## config.mk

```make
export PLATFORM = sky130hd
export DESIGN_NAME = capability_handle_table_core
export DESIGN_NICKNAME = d
export VERILOG_FILES = /design/src/rtl/cht_pkg.sv /design/src/rtl/capability_handle_table_core.sv /design/src/rtl/cht_alu.sv
export VERILOG_INCLUDE_DIRS = /design/src /design/src/rtl
export SDC_FILE = /design/constraint.sdc
export NUM_CORES = 2
export LEC_CHECK = 0
export BUFFER_PORTS_ARGS = -buffer_cell sky130_fd_sc_hd__buf_4
export CORE_AREA = 2 2 543 652
export DETAILED_ROUTE_END_ITERATION = 7
export DIE_AREA = 0 0 545 654
export SLEW_MARGIN = 20
export SYNTH_ARGS = -nofsm -noshare
export SYNTH_HDL_FRONTEND = slang
export SYNTH_SLANG_ARGS = --single-unit
```

## constraint.sdc

```tcl
create_clock -name clk -period 16.9 [get_ports clk]
set_clock_uncertainty 0.2 [all_clocks]
set_input_delay 0.845 -clock clk [delete_from_list [all_inputs] [get_ports clk]]
set_output_delay 0.845 -clock clk [all_outputs]
set_load 0.02 [all_outputs]
```

## src/rtl/capability_handle_table_core_assert.svh

```systemverilog
// Assertion macros used by the table RTL core.
`ifndef CAPABILITY_HANDLE_TABLE_CORE_ASSERT_SVH
`define CAPABILITY_HANDLE_TABLE_CORE_ASSERT_SVH

`ifndef ASSERT_OFF
// Clocked check, disabled while reset is asserted
`define CHT_ASSERT(label, clk, rstn, prop, msg) \
	label: assert property (@(posedge clk) disable iff (!rstn) prop) else $error(msg);
// Clocked check that also holds during reset
`define CHT_ASSERT_ALWAYS(label, clk, prop, msg) \
	label: assert property (@(posedge clk) prop) else $error(msg);
`else
`define CHT_ASSERT(label, clk, rstn, prop, msg)
`define CHT_ASSERT_ALWAYS(label, clk, prop, msg)
`endif

`endif

```

## src/rtl/cht_pkg.sv

```systemverilog
`timescale 1ns / 1ps
`default_nettype none

package cht_pkg;

	localparam int DATA_W       = 64;
	localparam int GEN_W        = 32;
	localparam int RIGHTS_W     = 4;
	localparam int REQ_RIGHTS_W = 8;
	localparam int STATUS_W     = 3;
	localparam int MODE_W       = 2;

	// stream widths: fields packed from bit 0, padded to whole bytes
	localparam int IN_TDATA_W   = 200;
	localparam int OUT_TDATA_W  = 200;

	// operation codes
	localparam logic [MODE_W-1:0] MODE_CREATE   = 2'd0;
	localparam logic [MODE_W-1:0] MODE_LOOKUP   = 2'd1;
	localparam logic [MODE_W-1:0] MODE_RESTRICT = 2'd2;
	localparam logic [MODE_W-1:0] MODE_REVOKE   = 2'd3;

	// result status codes
	localparam logic [STATUS_W-1:0] ST_OK         = 3'd0;
	localparam logic [STATUS_W-1:0] ST_INVALID    = 3'd1;
	localparam logic [STATUS_W-1:0] ST_BAD_HANDLE = 3'd2;
	localparam logic [STATUS_W-1:0] ST_REVOKED    = 3'd3;
	localparam logic [STATUS_W-1:0] ST_DENIED     = 3'd4;
	localparam logic [STATUS_W-1:0] ST_FULL       = 3'd5;

	// one table entry
	typedef struct packed {
		logic                active;
		logic [GEN_W-1:0]    gen;
		logic [RIGHTS_W-1:0] rights;
		logic [DATA_W-1:0]   length;
		logic [DATA_W-1:0]   base;
	} cht_entry_t;

	// shared adder request and response
	typedef struct packed {
		logic [DATA_W-1:0] a;
		logic [DATA_W-1:0] b;
		logic              sub;
	} cht_alu_req_t;

	typedef struct packed {
		logic [DATA_W-1:0] sum;
		logic              ovf;
	} cht_alu_rsp_t;

	// zero or any unknown bit set
	function automatic logic rights_bad(input logic [REQ_RIGHTS_W-1:0] r);
		return (r == '0) || (r[REQ_RIGHTS_W-1:RIGHTS_W] != '0);
	endfunction

endpackage

`default_nettype wire

```

## src/rtl/capability_handle_table_core.sv

```systemverilog
`timescale 1ns / 1ps
`default_nettype none
// Create and restrict, when their checks pass, end in a free-slot search that scans slots in
// order, 1..ENTRIES of them; lookup and revoke read the addressed slot once.
// One item at a time; the entry RAM, with one read and one write port, and the shared 64-bit adder set the rate.
// Reset (arst_n low, asynchronous) clears control; then a clearing pass
// writes every slot inactive with generation 1, and s_tready stays low until it ends.
`include "capability_handle_table_core_assert.svh"

module capability_handle_table_core import cht_pkg::*; #(
	parameter int ENTRIES    = 16,
	parameter int PAGE_SHIFT = 12
) (
	input  logic                   clk,
	input  logic                   arst_n,
	input  logic                   s_tvalid,
	output logic                   s_tready,
	// handle[63:0], base_or_offset[127:64], region_length[191:128], rights[199:192]
	input  logic [IN_TDATA_W-1:0]  s_tdata,
	// mode[1:0]
	input  logic [MODE_W-1:0]      s_tuser,
	output logic                   m_tvalid,
	input  logic                   m_tready,
	// status[2:0], new_handle[66:3], lookup_base[130:67], lookup_length[194:131],
	// lookup_rights[198:195], zero[199]
	output logic [OUT_TDATA_W-1:0] m_tdata
);

	localparam int IW = (ENTRIES > 1) ? $clog2(ENTRIES) : 1;
	localparam logic [IW-1:0]     LAST_IDX  = IW'(ENTRIES - 1);
	localparam logic [GEN_W-1:0]  ENTRIES_W = GEN_W'(ENTRIES);
	localparam logic [DATA_W-1:0] PAGE_MASK = (64'd1 << PAGE_SHIFT) - 64'd1;

	// sequencer states
	localparam logic [3:0] S_INIT = 4'd0;
	localparam logic [3:0] S_IDLE = 4'd1;
	localparam logic [3:0] S_CCHK = 4'd2;
	localparam logic [3:0] S_SRD  = 4'd3;
	localparam logic [3:0] S_SCHK = 4'd4;
	localparam logic [3:0] S_RCHK = 4'd5;
	localparam logic [3:0] S_FIND = 4'd6;
	localparam logic [3:0] S_FCHK = 4'd7;
	localparam logic [3:0] S_R1   = 4'd8;
	localparam logic [3:0] S_R2   = 4'd9;
	localparam logic [3:0] S_R3   = 4'd10;
	localparam logic [3:0] S_R4   = 4'd11;
	localparam logic [3:0] S_RVK  = 4'd12;
	localparam logic [3:0] S_DONE = 4'd13;

	logic [3:0]  state_q, state_d;
	logic [IW-1:0] idx_q, idx_d;
	logic        m_tvalid_q;
	logic [OUT_TDATA_W-1:0] m_tdata_q;

	// latched item and working registers
	logic [MODE_W-1:0]       mode_q;
	logic [DATA_W-1:0]       handle_q;
	logic [DATA_W-1:0]       bo_q;
	logic [DATA_W-1:0]       len_q;
	logic [REQ_RIGHTS_W-1:0] rights_q;
	logic [DATA_W-1:0]       cbase_q;
	logic [DATA_W-1:0]       diff_q;
	logic [STATUS_W-1:0]     status_q;
	logic [DATA_W-1:0]       nh_q;
	logic [DATA_W-1:0]       ob_q;
	logic [DATA_W-1:0]       ol_q;
	logic [RIGHTS_W-1:0]     orr_q;

	// entry RAM
	cht_entry_t    mem_q [ENTRIES];
	cht_entry_t    rdata_q;
	cht_entry_t    wr_data;
	logic          wr_en;
	logic [IW-1:0] wr_addr;
	logic          rd_en;
	logic [IW-1:0] rd_addr;

	cht_alu_req_t alu_req;
	cht_alu_rsp_t alu_rsp;

	logic [GEN_W-1:0] h_gen;
	logic [GEN_W-1:0] h_low;
	logic [GEN_W-1:0] slot_full;
	logic [IW-1:0]    slot;
	logic             handle_bad;
	logic             lk_rights_bad;
	logic             cchk_bad;
	logic             rchk_bad;
	logic             entry_live;
	logic             lk_denied;
	logic             rs_denied;
	logic [GEN_W-1:0] gen_new;
	logic             idx_last;
	logic             out_free;
	logic             accept;

	assign s_tready = (state_q == S_IDLE);
	assign accept   = s_tvalid && s_tready;
	assign m_tvalid = m_tvalid_q;
	assign m_tdata  = m_tdata_q;
	assign out_free = !m_tvalid_q || m_tready;
	assign idx_last = (idx_q == LAST_IDX);

	// handle decode
	assign h_gen      = handle_q[DATA_W-1:GEN_W];
	assign h_low      = handle_q[GEN_W-1:0];
	assign slot_full  = h_low - 32'd1;
	assign slot       = slot_full[IW-1:0];
	assign handle_bad = (h_gen == '0) || (h_low == '0) || (h_low > ENTRIES_W);

	// item checks
	assign lk_rights_bad = (mode_q == MODE_LOOKUP) && (rights_q != '0) && rights_bad(rights_q);
	assign cchk_bad = (cbase_q == '0) || (len_q == '0) || ((cbase_q & PAGE_MASK) != '0) ||
		((len_q & PAGE_MASK) != '0) || alu_rsp.ovf || rights_bad(rights_q);
	assign rchk_bad = (len_q == '0) || ((bo_q & PAGE_MASK) != '0) ||
		((len_q & PAGE_MASK) != '0) || alu_rsp.ovf || rights_bad(rights_q);
	assign entry_live = rdata_q.active && (rdata_q.gen == h_gen);
	assign lk_denied  = (({4'd0, rdata_q.rights} & rights_q) != rights_q);
	assign rs_denied  = ((rights_q[RIGHTS_W-1:0] & ~rdata_q.rights) != '0);
	assign gen_new    = (rdata_q.gen == '0) ? 32'd1 : rdata_q.gen;

	// shared adder operand select
	always_comb begin
		alu_req = '0;
		case (state_q)
			S_CCHK: begin
				alu_req.a = cbase_q;
				alu_req.b = len_q;
			end
			S_RCHK: begin
				alu_req.a = bo_q;
				alu_req.b = len_q;
			end
			S_R1: begin
				alu_req.a   = rdata_q.length;
				alu_req.b   = bo_q;
				alu_req.sub = 1'b1;
			end
			S_R2: begin
				alu_req.a   = diff_q;
				alu_req.b   = len_q;
				alu_req.sub = 1'b1;
			end
			S_R3: begin
				alu_req.a = rdata_q.base;
				alu_req.b = rdata_q.length;
			end
			S_R4: begin
				alu_req.a = rdata_q.base;
				alu_req.b = bo_q;
			end
			S_RVK: begin
				alu_req.a = {32'd0, rdata_q.gen};
				alu_req.b = 64'd1;
			end
			default: begin
				alu_req.a = cbase_q;
				alu_req.b = len_q;
			end
		endcase
	end

	cht_alu u_alu (
		.req (alu_req),
		.rsp (alu_rsp)
	);

	// RAM port control
	always_comb begin
		wr_en   = 1'b0;
		wr_addr = idx_q;
		wr_data = '0;
		case (state_q)
			S_INIT: begin
				wr_en       = 1'b1;
				wr_data.gen = 32'd1;
			end
			S_SCHK: begin
				wr_en          = !rdata_q.active;
				wr_data.active = 1'b1;
				wr_data.gen    = gen_new;
				wr_data.rights = rights_q[RIGHTS_W-1:0];
				wr_data.length = len_q;
				wr_data.base   = cbase_q;
			end
			S_RVK: begin
				wr_en       = 1'b1;
				wr_addr     = slot;
				wr_data.gen = alu_rsp.sum[GEN_W-1:0];
			end
			default: begin
				wr_en = 1'b0;
			end
		endcase
	end

	assign rd_en   = (state_q == S_SRD) || (state_q == S_FIND);
	assign rd_addr = (state_q == S_SRD) ? idx_q : slot;

	always_ff @(posedge clk) begin
		if (wr_en) begin
			mem_q[wr_addr] <= wr_data;
		end
		if (rd_en) begin
			rdata_q <= mem_q[rd_addr];
		end
	end

	// next state
	always_comb begin
		state_d = state_q;
		idx_d   = idx_q;
		case (state_q)
			S_INIT: begin
				idx_d = idx_q + IW'(1);
				if (idx_last) begin
					idx_d   = '0;
					state_d = S_IDLE;
				end
			end
			S_IDLE: begin
				if (s_tvalid) begin
					case (s_tuser)
						MODE_CREATE:   state_d = S_CCHK;
						MODE_RESTRICT: state_d = S_RCHK;
						default:       state_d = S_FIND;
					endcase
				end
			end
			S_CCHK: begin
				idx_d   = '0;
				state_d = cchk_bad ? S_DONE : S_SRD;
			end
			S_SRD: state_d = S_SCHK;
			S_SCHK: begin
				if (!rdata_q.active || idx_last) begin
					state_d = S_DONE;
				end else begin
					idx_d   = idx_q + IW'(1);
					state_d = S_SRD;
				end
			end
			S_RCHK: state_d = rchk_bad ? S_DONE : S_FIND;
			S_FIND: state_d = (lk_rights_bad || handle_bad) ? S_DONE : S_FCHK;
			S_FCHK: begin
				if (!entry_live) begin
					state_d = S_DONE;
				end else begin
					case (mode_q)
						MODE_RESTRICT: state_d = rs_denied ? S_DONE : S_R1;
						MODE_REVOKE:   state_d = S_RVK;
						default:       state_d = S_DONE;
					endcase
				end
			end
			S_R1: state_d = alu_rsp.ovf ? S_DONE : S_R2;
			S_R2: state_d = alu_rsp.ovf ? S_DONE : S_R3;
			S_R3: state_d = alu_rsp.ovf ? S_DONE : S_R4;
			S_R4: state_d = S_CCHK;
			S_RVK: state_d = S_DONE;
			S_DONE: begin
				if (out_free) begin
					state_d = S_IDLE;
				end
			end
			default: state_d = S_IDLE;
		endcase
	end

	// control registers
	always_ff @(posedge clk or negedge arst_n) begin
		if (!arst_n) begin
			state_q    <= S_INIT;
			idx_q      <= '0;
			m_tvalid_q <= 1'b0;
		end else begin
			state_q <= state_d;
			idx_q   <= idx_d;
			if (state_q == S_DONE && out_free) begin
				m_tvalid_q <= 1'b1;
			end else if (m_tready) begin
				m_tvalid_q <= 1'b0;
			end
		end
	end

	// working and result registers
	always_ff @(posedge clk) begin
		case (state_q)
			S_IDLE: begin
				if (accept) begin
					mode_q   <= s_tuser;
					handle_q <= s_tdata[63:0];
					bo_q     <= s_tdata[127:64];
					cbase_q  <= s_tdata[127:64];
					len_q    <= s_tdata[191:128];
					rights_q <= s_tdata[199:192];
					status_q <= ST_OK;
					nh_q     <= '0;
					ob_q     <= '0;
					ol_q     <= '0;
					orr_q    <= '0;
				end
			end
			S_CCHK: begin
				if (cchk_bad) begin
					status_q <= ST_INVALID;
				end
			end
			S_SCHK: begin
				if (!rdata_q.active) begin
					nh_q <= {gen_new, {(GEN_W - IW){1'b0}}, idx_q} + 64'd1;
				end else if (idx_last) begin
					status_q <= ST_FULL;
				end
			end
			S_RCHK: begin
				if (rchk_bad) begin
					status_q <= ST_INVALID;
				end
			end
			S_FIND: begin
				if (lk_rights_bad) begin
					status_q <= ST_INVALID;
				end else if (handle_bad) begin
					status_q <= ST_BAD_HANDLE;
				end
			end
			S_FCHK: begin
				if (!entry_live) begin
					status_q <= ST_REVOKED;
				end else if (mode_q == MODE_LOOKUP) begin
					if (lk_denied) begin
						status_q <= ST_DENIED;
					end else begin
						ob_q  <= rdata_q.base;
						ol_q  <= rdata_q.length;
						orr_q <= rdata_q.rights;
					end
				end else if (mode_q == MODE_RESTRICT && rs_denied) begin
					status_q <= ST_DENIED;
				end
			end
			S_R1: begin
				// offset past source length
				if (alu_rsp.ovf) begin
					status_q <= ST_DENIED;
				end
				diff_q <= alu_rsp.sum;
			end
			S_R2: begin
				// sub-range longer than what remains
				if (alu_rsp.ovf) begin
					status_q <= ST_DENIED;
				end
			end
			S_R3: begin
				// source end wraps
				if (alu_rsp.ovf) begin
					status_q <= ST_INVALID;
				end
			end
			S_R4: begin
				cbase_q <= alu_rsp.sum;
			end
			S_DONE: begin
				if (out_free) begin
					m_tdata_q <= {1'b0, orr_q, ol_q, ob_q, nh_q, status_q};
				end
			end
			default: begin
			end
		endcase
	end

	`CHT_ASSERT_ALWAYS(a_no_accept_in_reset, clk, !arst_n |-> (s_tready !== 1'b1), "item taken during reset")
	`CHT_ASSERT(a_one_item, clk, arst_n, (s_tvalid && s_tready) |=> !s_tready, "second item overlaps")
	`CHT_ASSERT(a_no_write_idle, clk, arst_n, wr_en |-> !s_tready, "table written while idle")
	`CHT_ASSERT(a_fail_no_handle, clk, arst_n, (m_tvalid && (m_tdata[2:0] != ST_OK)) |-> (m_tdata[66:3] == 64'd0), "handle on failed item")

endmodule

`default_nettype wire

```

## src/rtl/cht_alu.sv

```systemverilog
`timescale 1ns / 1ps
`default_nettype none

// 64-bit add / subtract with wrap flag (carry out on add, borrow on subtract)
module cht_alu import cht_pkg::*; (
	input  cht_alu_req_t req,
	output cht_alu_rsp_t rsp
);

	logic [DATA_W:0] sum_w;
	logic [DATA_W-1:0] b_w;

	assign b_w   = req.sub ? ~req.b : req.b;
	assign sum_w = {1'b0, req.a} + {1'b0, b_w} + {{DATA_W{1'b0}}, req.sub};

	always_comb begin
		rsp.sum = sum_w[DATA_W-1:0];
		rsp.ovf = req.sub ? ~sum_w[DATA_W] : sum_w[DATA_W];
	end

endmodule

`default_nettype wire

```

======== Word-level counts from Yosys, hierarchy flattened ========
Memory sizes are Yosys's and may differ from the RTL's. A register that Yosys moved wholly into a read port is not among the register bits.
Cells that the tools add are included.
operators by class
  shifts and indexed selects .............. 0
  add/sub/neg operators ................... 5
  reductions and logical operators ........ 54
  bitwise operators ....................... 5
  multipliers ............................. 0
  muxes and demuxes ....................... 65
  equality and inequality tests ........... 38
  divide/modulo/power cells ............... 0
  $lt $le $gt $ge ......................... 1
operators by type and width
  operator                                                                          count
  128-bit one-hot mux with 6 select lines                                           1
  64-bit 2-to-1 mux                                                                 10
  64-bit one-hot mux with 2 select lines                                            4
  64-bit nonzero test                                                               3
  132-bit 2-to-1 mux                                                                1
  64-bit logical NOT                                                                2
  32-bit logical NOT                                                                3
  32-bit one-hot mux with 3 select lines                                            1
  64-bit by 64-bit adder with 65-bit output                                         1
  65-bit by 1-bit adder with 65-bit output                                          1
  64-bit by 1-bit adder with 64-bit output, second input constant                   1
  64-bit NOT                                                                        1
  4-bit 2-to-1 mux                                                                  15
  4-bit one-hot mux with 14 select lines                                            1
  3-bit 2-to-1 mux                                                                  18
  32-bit equality test                                                              1
  32-bit by 5-bit greater-than comparator with 1-bit output, second input constant  1
  32-bit 2-to-1 mux                                                                 1
  4-bit equality test, second input constant                                        7
  2-bit inequality test, second input constant                                      13
  3-bit one-hot mux with 8 select lines                                             1
  4-bit by 3-bit equality test with 1-bit output, second input constant             4
  1-bit logical OR                                                                  16
  8-bit nonzero test                                                                2
  32 further kinds                                                                  59
storage, ports and cells
  register bits after elaboration ......... 737
  input port bits ......................... 206
  output and inout bits ................... 202
  memory bits (read-only) ................. 0
  RAM bits ................................ 2640
  memories kept ........................... 1
  latch bits .............................. 0
  word-level logic and storage cells ...... 185
memories
  memory  depth  width  read ports  clocked after memory_dff  write ports  RTL line                            source
  mem_q   16     165    1           1                         1            capability_handle_table_core.sv:70  cht_entry_t mem_q [ENTRIES];

======== Longest topological paths before layout ========
  depth in word-level cells ............... 12
  gate-level depth with buffers ........... 28
  gate-level depth less buffers ........... 24

======== Hierarchy ========
Synthesis repeated with hierarchy kept, for this count alone.
second synthesis, totals
  cells, all modules ...................... 8507
  area total of the unflattened synthesis .. 137556.9 µm²
modules (own cells, without submodules)
  module                        times used  area each (µm²)  cells each  seq. area each (µm²)
  capability_handle_table_core  1           133321.6         7911        104695.4
  cht_alu                       1           4235.3           596         0.0

======== Least setup slack after synthesis ========
No wires, ideal clock.
  path type ............................... register to register
  from .................................... register state_q[1]
  to ...................................... register m_tdata_q[0], in the netlist m_tdata[0], enable pin
  cell stages (with the launch flop) ...... 5
  path slack .............................. 2.211 ns
  required time ........................... 15.750 ns
  path buffers ............................ 1
  library setup time ...................... 0.950 ns
  arrival time ............................ 13.539 ns
  period minus slack after synthesis ...... 14.689 ns
  path through ............................ dfrtp_1 -> inv_1 -> clkbuf_1 -> nand2_1 -> nor3b_1
on the way
  word-level cells in the longest chain between the ends .. 2
ends and longest elaborated chain
  item                           RTL line                             source
  start: declaration             capability_handle_table_core.sv:50   logic [3:0] state_q, state_d;
  start signal: assignment       capability_handle_table_core.sv:277  state_q <= state_d;
  4-bit equality test            capability_handle_table_core.sv:289  case (state_q)
  2-bit AND reduction (no line)  --
  end signal: assignment         capability_handle_table_core.sv:368  m_tdata_q <= {1'b0, orr_q, ol_q, ob_q, nh_q, status_q};
  end: declaration               capability_handle_table_core.sv:53   logic [OUT_TDATA_W-1:0] m_tdata_q;
No other way between the ends.
A chain may end at the register's enable or synchronous reset.

======== Final worst setup path ========
  from .................................... register state_q[3]
  to ...................................... register status_q[0], enable pin
on the way
  word-level cells in the longest chain between the ends .. 12
  elaborated cells between the ends (all ways) .. 37
  those cells by class .................... add/sub (2); eq/ne (21); mux (4); bitwise (2); reduce/logical (8)
ends and longest elaborated chain
  item                                                                                  RTL line                                                                  source
  4-bit equality test (tied with other cells)                                           capability_handle_table_core.sv:125                                       case (state_q)
  128-bit one-hot mux with 6 select lines / 2-bit OR reduction (equally long branches)  --
  64-bit NOT / 1-bit 2-to-1 mux (equally long branches)                                 cht_alu.sv:13, capability_handle_table_core.sv:125
  64-bit 2-to-1 mux                                                                     cht_alu.sv:13                                                             assign b_w = req.sub ? ~req.b : req.b;
  64-bit by 64-bit adder with 65-bit output                                             cht_alu.sv:14                                                             assign sum_w = {1'b0, req.a} + {1'b0, b_w} + {{DATA_W{1'b0}}, req.sub};
  65-bit by 1-bit adder with 65-bit output                                              cht_alu.sv:14
  1-bit NOT                                                                             cht_alu.sv:18                                                             rsp.ovf = req.sub ? ~sum_w[DATA_W] : sum_w[DATA_W];
  1-bit 2-to-1 mux                                                                      cht_alu.sv:18
  1-bit logical OR (on tied branches) (2 in a row)                                      capability_handle_table_core.sv:116, capability_handle_table_core.sv:114
  2-bit inequality test (no line)                                                       --
  11-bit AND reduction (no line) (*)                                                    --
  end signal: assignment                                                                capability_handle_table_core.sv:298                                       status_q <= ST_OK;
  end signal: assignment                                                                capability_handle_table_core.sv:307                                       status_q <= ST_INVALID;
  end signal: assignment                                                                capability_handle_table_core.sv:314                                       status_q <= ST_FULL;
  end: declaration                                                                      capability_handle_table_core.sv:63                                        logic [STATUS_W-1:0] status_q;
Mark *: on every way between the ends. The rest lies on a longest branch, timed or not.

==> flow_metrics.env <==
export IMPL_status="completed"
export IMPL_rows=238
export IMPL_p_int_uw=19140
export IMPL_track_usage_pct=23.45
export IMPL_cts_tree="built"
export IMPL_fmax_mhz=110.6
export IMPL_synth_main_ff_cell="edfxtp_1"
export IMPL_pwr_share_seq_pct=39.8
export IMPL_port_buffers=379
export IMPL_clock_path_buffers=4
export IMPL_critical_path_top_delay_family="simple AND/OR/NAND/NOR gates"
export IMPL_cts_inserted_buffers=350
export IMPL_grt_overflow_total=0
export IMPL_cts_max_level=5
export IMPL_slew_headroom_pct=12.85
export IMPL_initial_utilization_pct=39.88
export IMPL_avgSynthCellArea_sq_um=18.85
export IMPL_layout_commonest_cell="edfxtp_1"
export IMPL_grt_max_degree=135
export IMPL_clock_latency_ps=940
export IMPL_io_pins=408
export IMPL_tightest_slew_ps=1307
export IMPL_die_area_sq_um=356400
export IMPL_design_power_total_uw=29800
export IMPL_drv_slew=0
export IMPL_cp_start_kind="register"
export IMPL_viasPerCell=5.903
export IMPL_nets=8323
export IMPL_vdd_drop_max_mv=0.1739
export IMPL_routed_via_count=77020
export IMPL_gp_congestion=0.9048
export IMPL_async_reset_ff_share_pct=0.2580
export IMPL_swShare_pct=35.76
export IMPL_worstRegToRegCells=24
export IMPL_cp_num_buf_inv=3
export IMPL_grt_pass1_wl_um=588400
export IMPL_period_share_pct=53.49
export IMPL_ys_seq_elements=3488
export IMPL_drc=0
export IMPL_critPathMaxFanout=48
export IMPL_worst_r2r_endpoint="status_q[0]"
export IMPL_p_per_area_nw_per_um2=184.1
export IMPL_switching_power_uw=10660
export IMPL_placed_cell_area_sq_um=147900
export IMPL_fp_coreArea_sq_um=349900
export IMPL_rsz0062_at_grt="no"
export IMPL_slowest_delay_ps=860
export IMPL_fp_dieH_um=654
export IMPL_ant_nets=0
export IMPL_cts_resized=0
export IMPL_cts_sinks=3488
export IMPL_drt_iter0_drc=10120
export IMPL_seq_area_frac_synth_pct=75.03
export IMPL_syn_to_final_growth_pct=16.00
export IMPL_dp_hpwl_um=256300
export IMPL_min_period_ps=9039
export IMPL_final_cell_mix="edfxtp_1, mux4_2, buf_4"
export IMPL_leakagePower_uw=0.05374
export IMPL_clockPowerShare_pct=26.8
export IMPL_cts_root_buffer="clkbuf_16"
export IMPL_hold_violations=0
export IMPL_criticalPathCategory="register to register"
export IMPL_combPwrFrac_pct=33.3
export IMPL_cpMostUsedCell="buf_4"
export IMPL_syn_inst=7404
export IMPL_seq_area_sq_um=104700
export IMPL_finalSetupViolations=0
export IMPL_fillers=29400
export IMPL_ys_types=95
export IMPL_path_cells="nand2b_1 > nor3_4 > buf_4 > buf_4 > buf_4 > a22oi_1 > a31oi_1 > ha_1 > nand4_1 > a21oi_1 > or2_1 > a311o_1 > a41o_1 > a21oi_4 > nor4_1 > o32a_1 > ha_1 > nor3_1 > nand4_1 > nor4_1 > mux2i_1 > o22ai_1 > a22oi_1 > o211a_1"
export IMPL_multi_input_area_sq_um=32630
export IMPL_yosys_warnings=0
export IMPL_drt_wl_total_um=425400
export IMPL_crit_arrival_ps=9510
export IMPL_synth_cell_area_sq_um=139500
export IMPL_crit_slowest_cell="dfrtp_1"
export IMPL_required_ps=17370
export IMPL_wl_per_cell_um=32.60
export IMPL_grt_pass1_vias=76130
export IMPL_fin_setup_tns_ps=0
export IMPL_min_path_type="primary input to async pin"
export IMPL_clk_pin_slew_worst_paths_ps=60
export IMPL_synth_edff_count=3479
export IMPL_antenna_found_initial=79
export IMPL_die_x_um=545
export IMPL_regToRegSetupSlack_ps=7860
export IMPL_reg2reg_from="state_q[3]"
export IMPL_firstDrtPassIters=8
export IMPL_maxCapViolations=0
export IMPL_drive_gt1_share_pct=21.86
export IMPL_final_area_sq_um=161900
export IMPL_end_kind="register"
-- cells in the mapped netlist (all sizes together) (5+ instances only) --
master	instances	area [sq um]
nor3b	5	42.54
a222oi	31	310.3
buf	209	1176
nand3	32	165.2
a21oi	338	1714
clkbuf	257	964.7
mux2i	187	1876
nor2	205	772.0
a22oi	146	1110
or4	7	52.55
nor4	74	478.0
and2	135	844.6
nor3	28	140.1
o21ai	233	1166
a211o	6	52.55
edfxtp	3479	104500
mux2	33	371.6
a221o	6	60.06
and3	172	1077
a211oi	172	1304
nand4	43	281.5
o211ai	9	72.57
a21o	30	225.2
nand2b	13	83.83
mux4	660	14860
ha	66	825.8
xnor2	70	628.1
a31oi	61	381.6
nand2	216	810.8
o21bai	52	390.4
a311oi	5	56.31
xor2	27	236.5
inv	137	514.2
o31ai	9	67.56
dfrtp	9	225.2
nor2b	173	1087
-- power by group through the flow --
stage                     Sequential [uW]  Combinational, uW  Clock, uW
after floorplan                     11900               6440          0
after CTS                           11900               9790       8100
after global placement              12000               9610          0
after detailed placement            12000               9710          0
after global routing                11900              10600       8430
final                               11900               9930       8000
-- worst max-delay path by stage --
stage | start | to | slack, ps | cells after the start
after floorplan | state_q[1] | m_tdata[0] | 2210 | 4
after global placement | state_q[3] | status_q[0] | 7880 | 25
after detailed placement | state_q[3] | status_q[0] | 7800 | 24
after CTS | state_q[3] | status_q[0] | 7750 | 24
after global routing | state_q[3] | status_q[0] | 7330 | 25
final | state_q[3] | status_q[0] | 7860 | 24
-- state kept, by name, indices dropped and copies added (netlist names) --
| name | cells |
|---|---|
| bo_q | 64 |
| cbase_q | 64 |
| diff_q | 64 |
| handle_q | 64 |
| idx_q | 4 |
| len_q | 64 |
| m_tdata | 172 |
| m_tvalid | 1 |
| mem_q | 2640 |
| mode_q | 2 |
| nh_q | 37 |
| ob_q | 64 |
| ol_q | 64 |
| orr_q | 4 |
| rdata_q | 165 |
| rights_q | 8 |
| state_q | 4 |
| status_q | 3 |
-- area by class of cell --
cell class / instances / area share [%]
timing repair buffer: 733 / 3.886
sequential: 3488 / 64.69
multi-input combinational: 3339 / 20.16
tap: 4680 / 3.618
inverter: 138 / 0.3255
antenna: 27 / 0.04175
clock buffer: 403 / 5.587
clock inverter: 239 / 1.694
-- through the flow --
step	worst slack, ps	util [%]	instances	hold WS, ps
after CTS	7755	46.22	13020	129.4
after global routing	7326	46.24	13020	149.3
after detailed placement	7804	42.28	12180	204.5
after global placement	7883	42.27	12180	204.5
after floorplan	2211	-	7431	200.3
final	7861	46.26	13050	201.1
-- kinds of logic (layout without fill, tap and decap cells) --
family                     after synthesis  after routing  synth area share, %
AOI/OAI and AO/OA                     1150           1150                5.298
xor gates and xnor gates                97             97               0.6196
adders and majority gates               67             67               0.6062
buffers and inverters                  604           1513                1.906
DFF                                   3488           3488                75.03
muxes                                  880            880                12.26
other                                    1             55             0.002688
and+or+nand+nor                       1117           1117                4.269
-- layer usage --
metal  wire (um)  track usage (%)  vias up
met1      164900            31.71    40820
li1            -                -    31460
met3       41250            4.800      669
met4       17850            9.217       22
met5         139                0        -
met2      201200            37.24     4052
-- timing repair --
item / in CTS / in global routing
buffers inserted: 0 / 0
hold buffers: 203 / 0
endpoints found under the hold margin: 221 / 0
(Power assumes the default switching activity.)
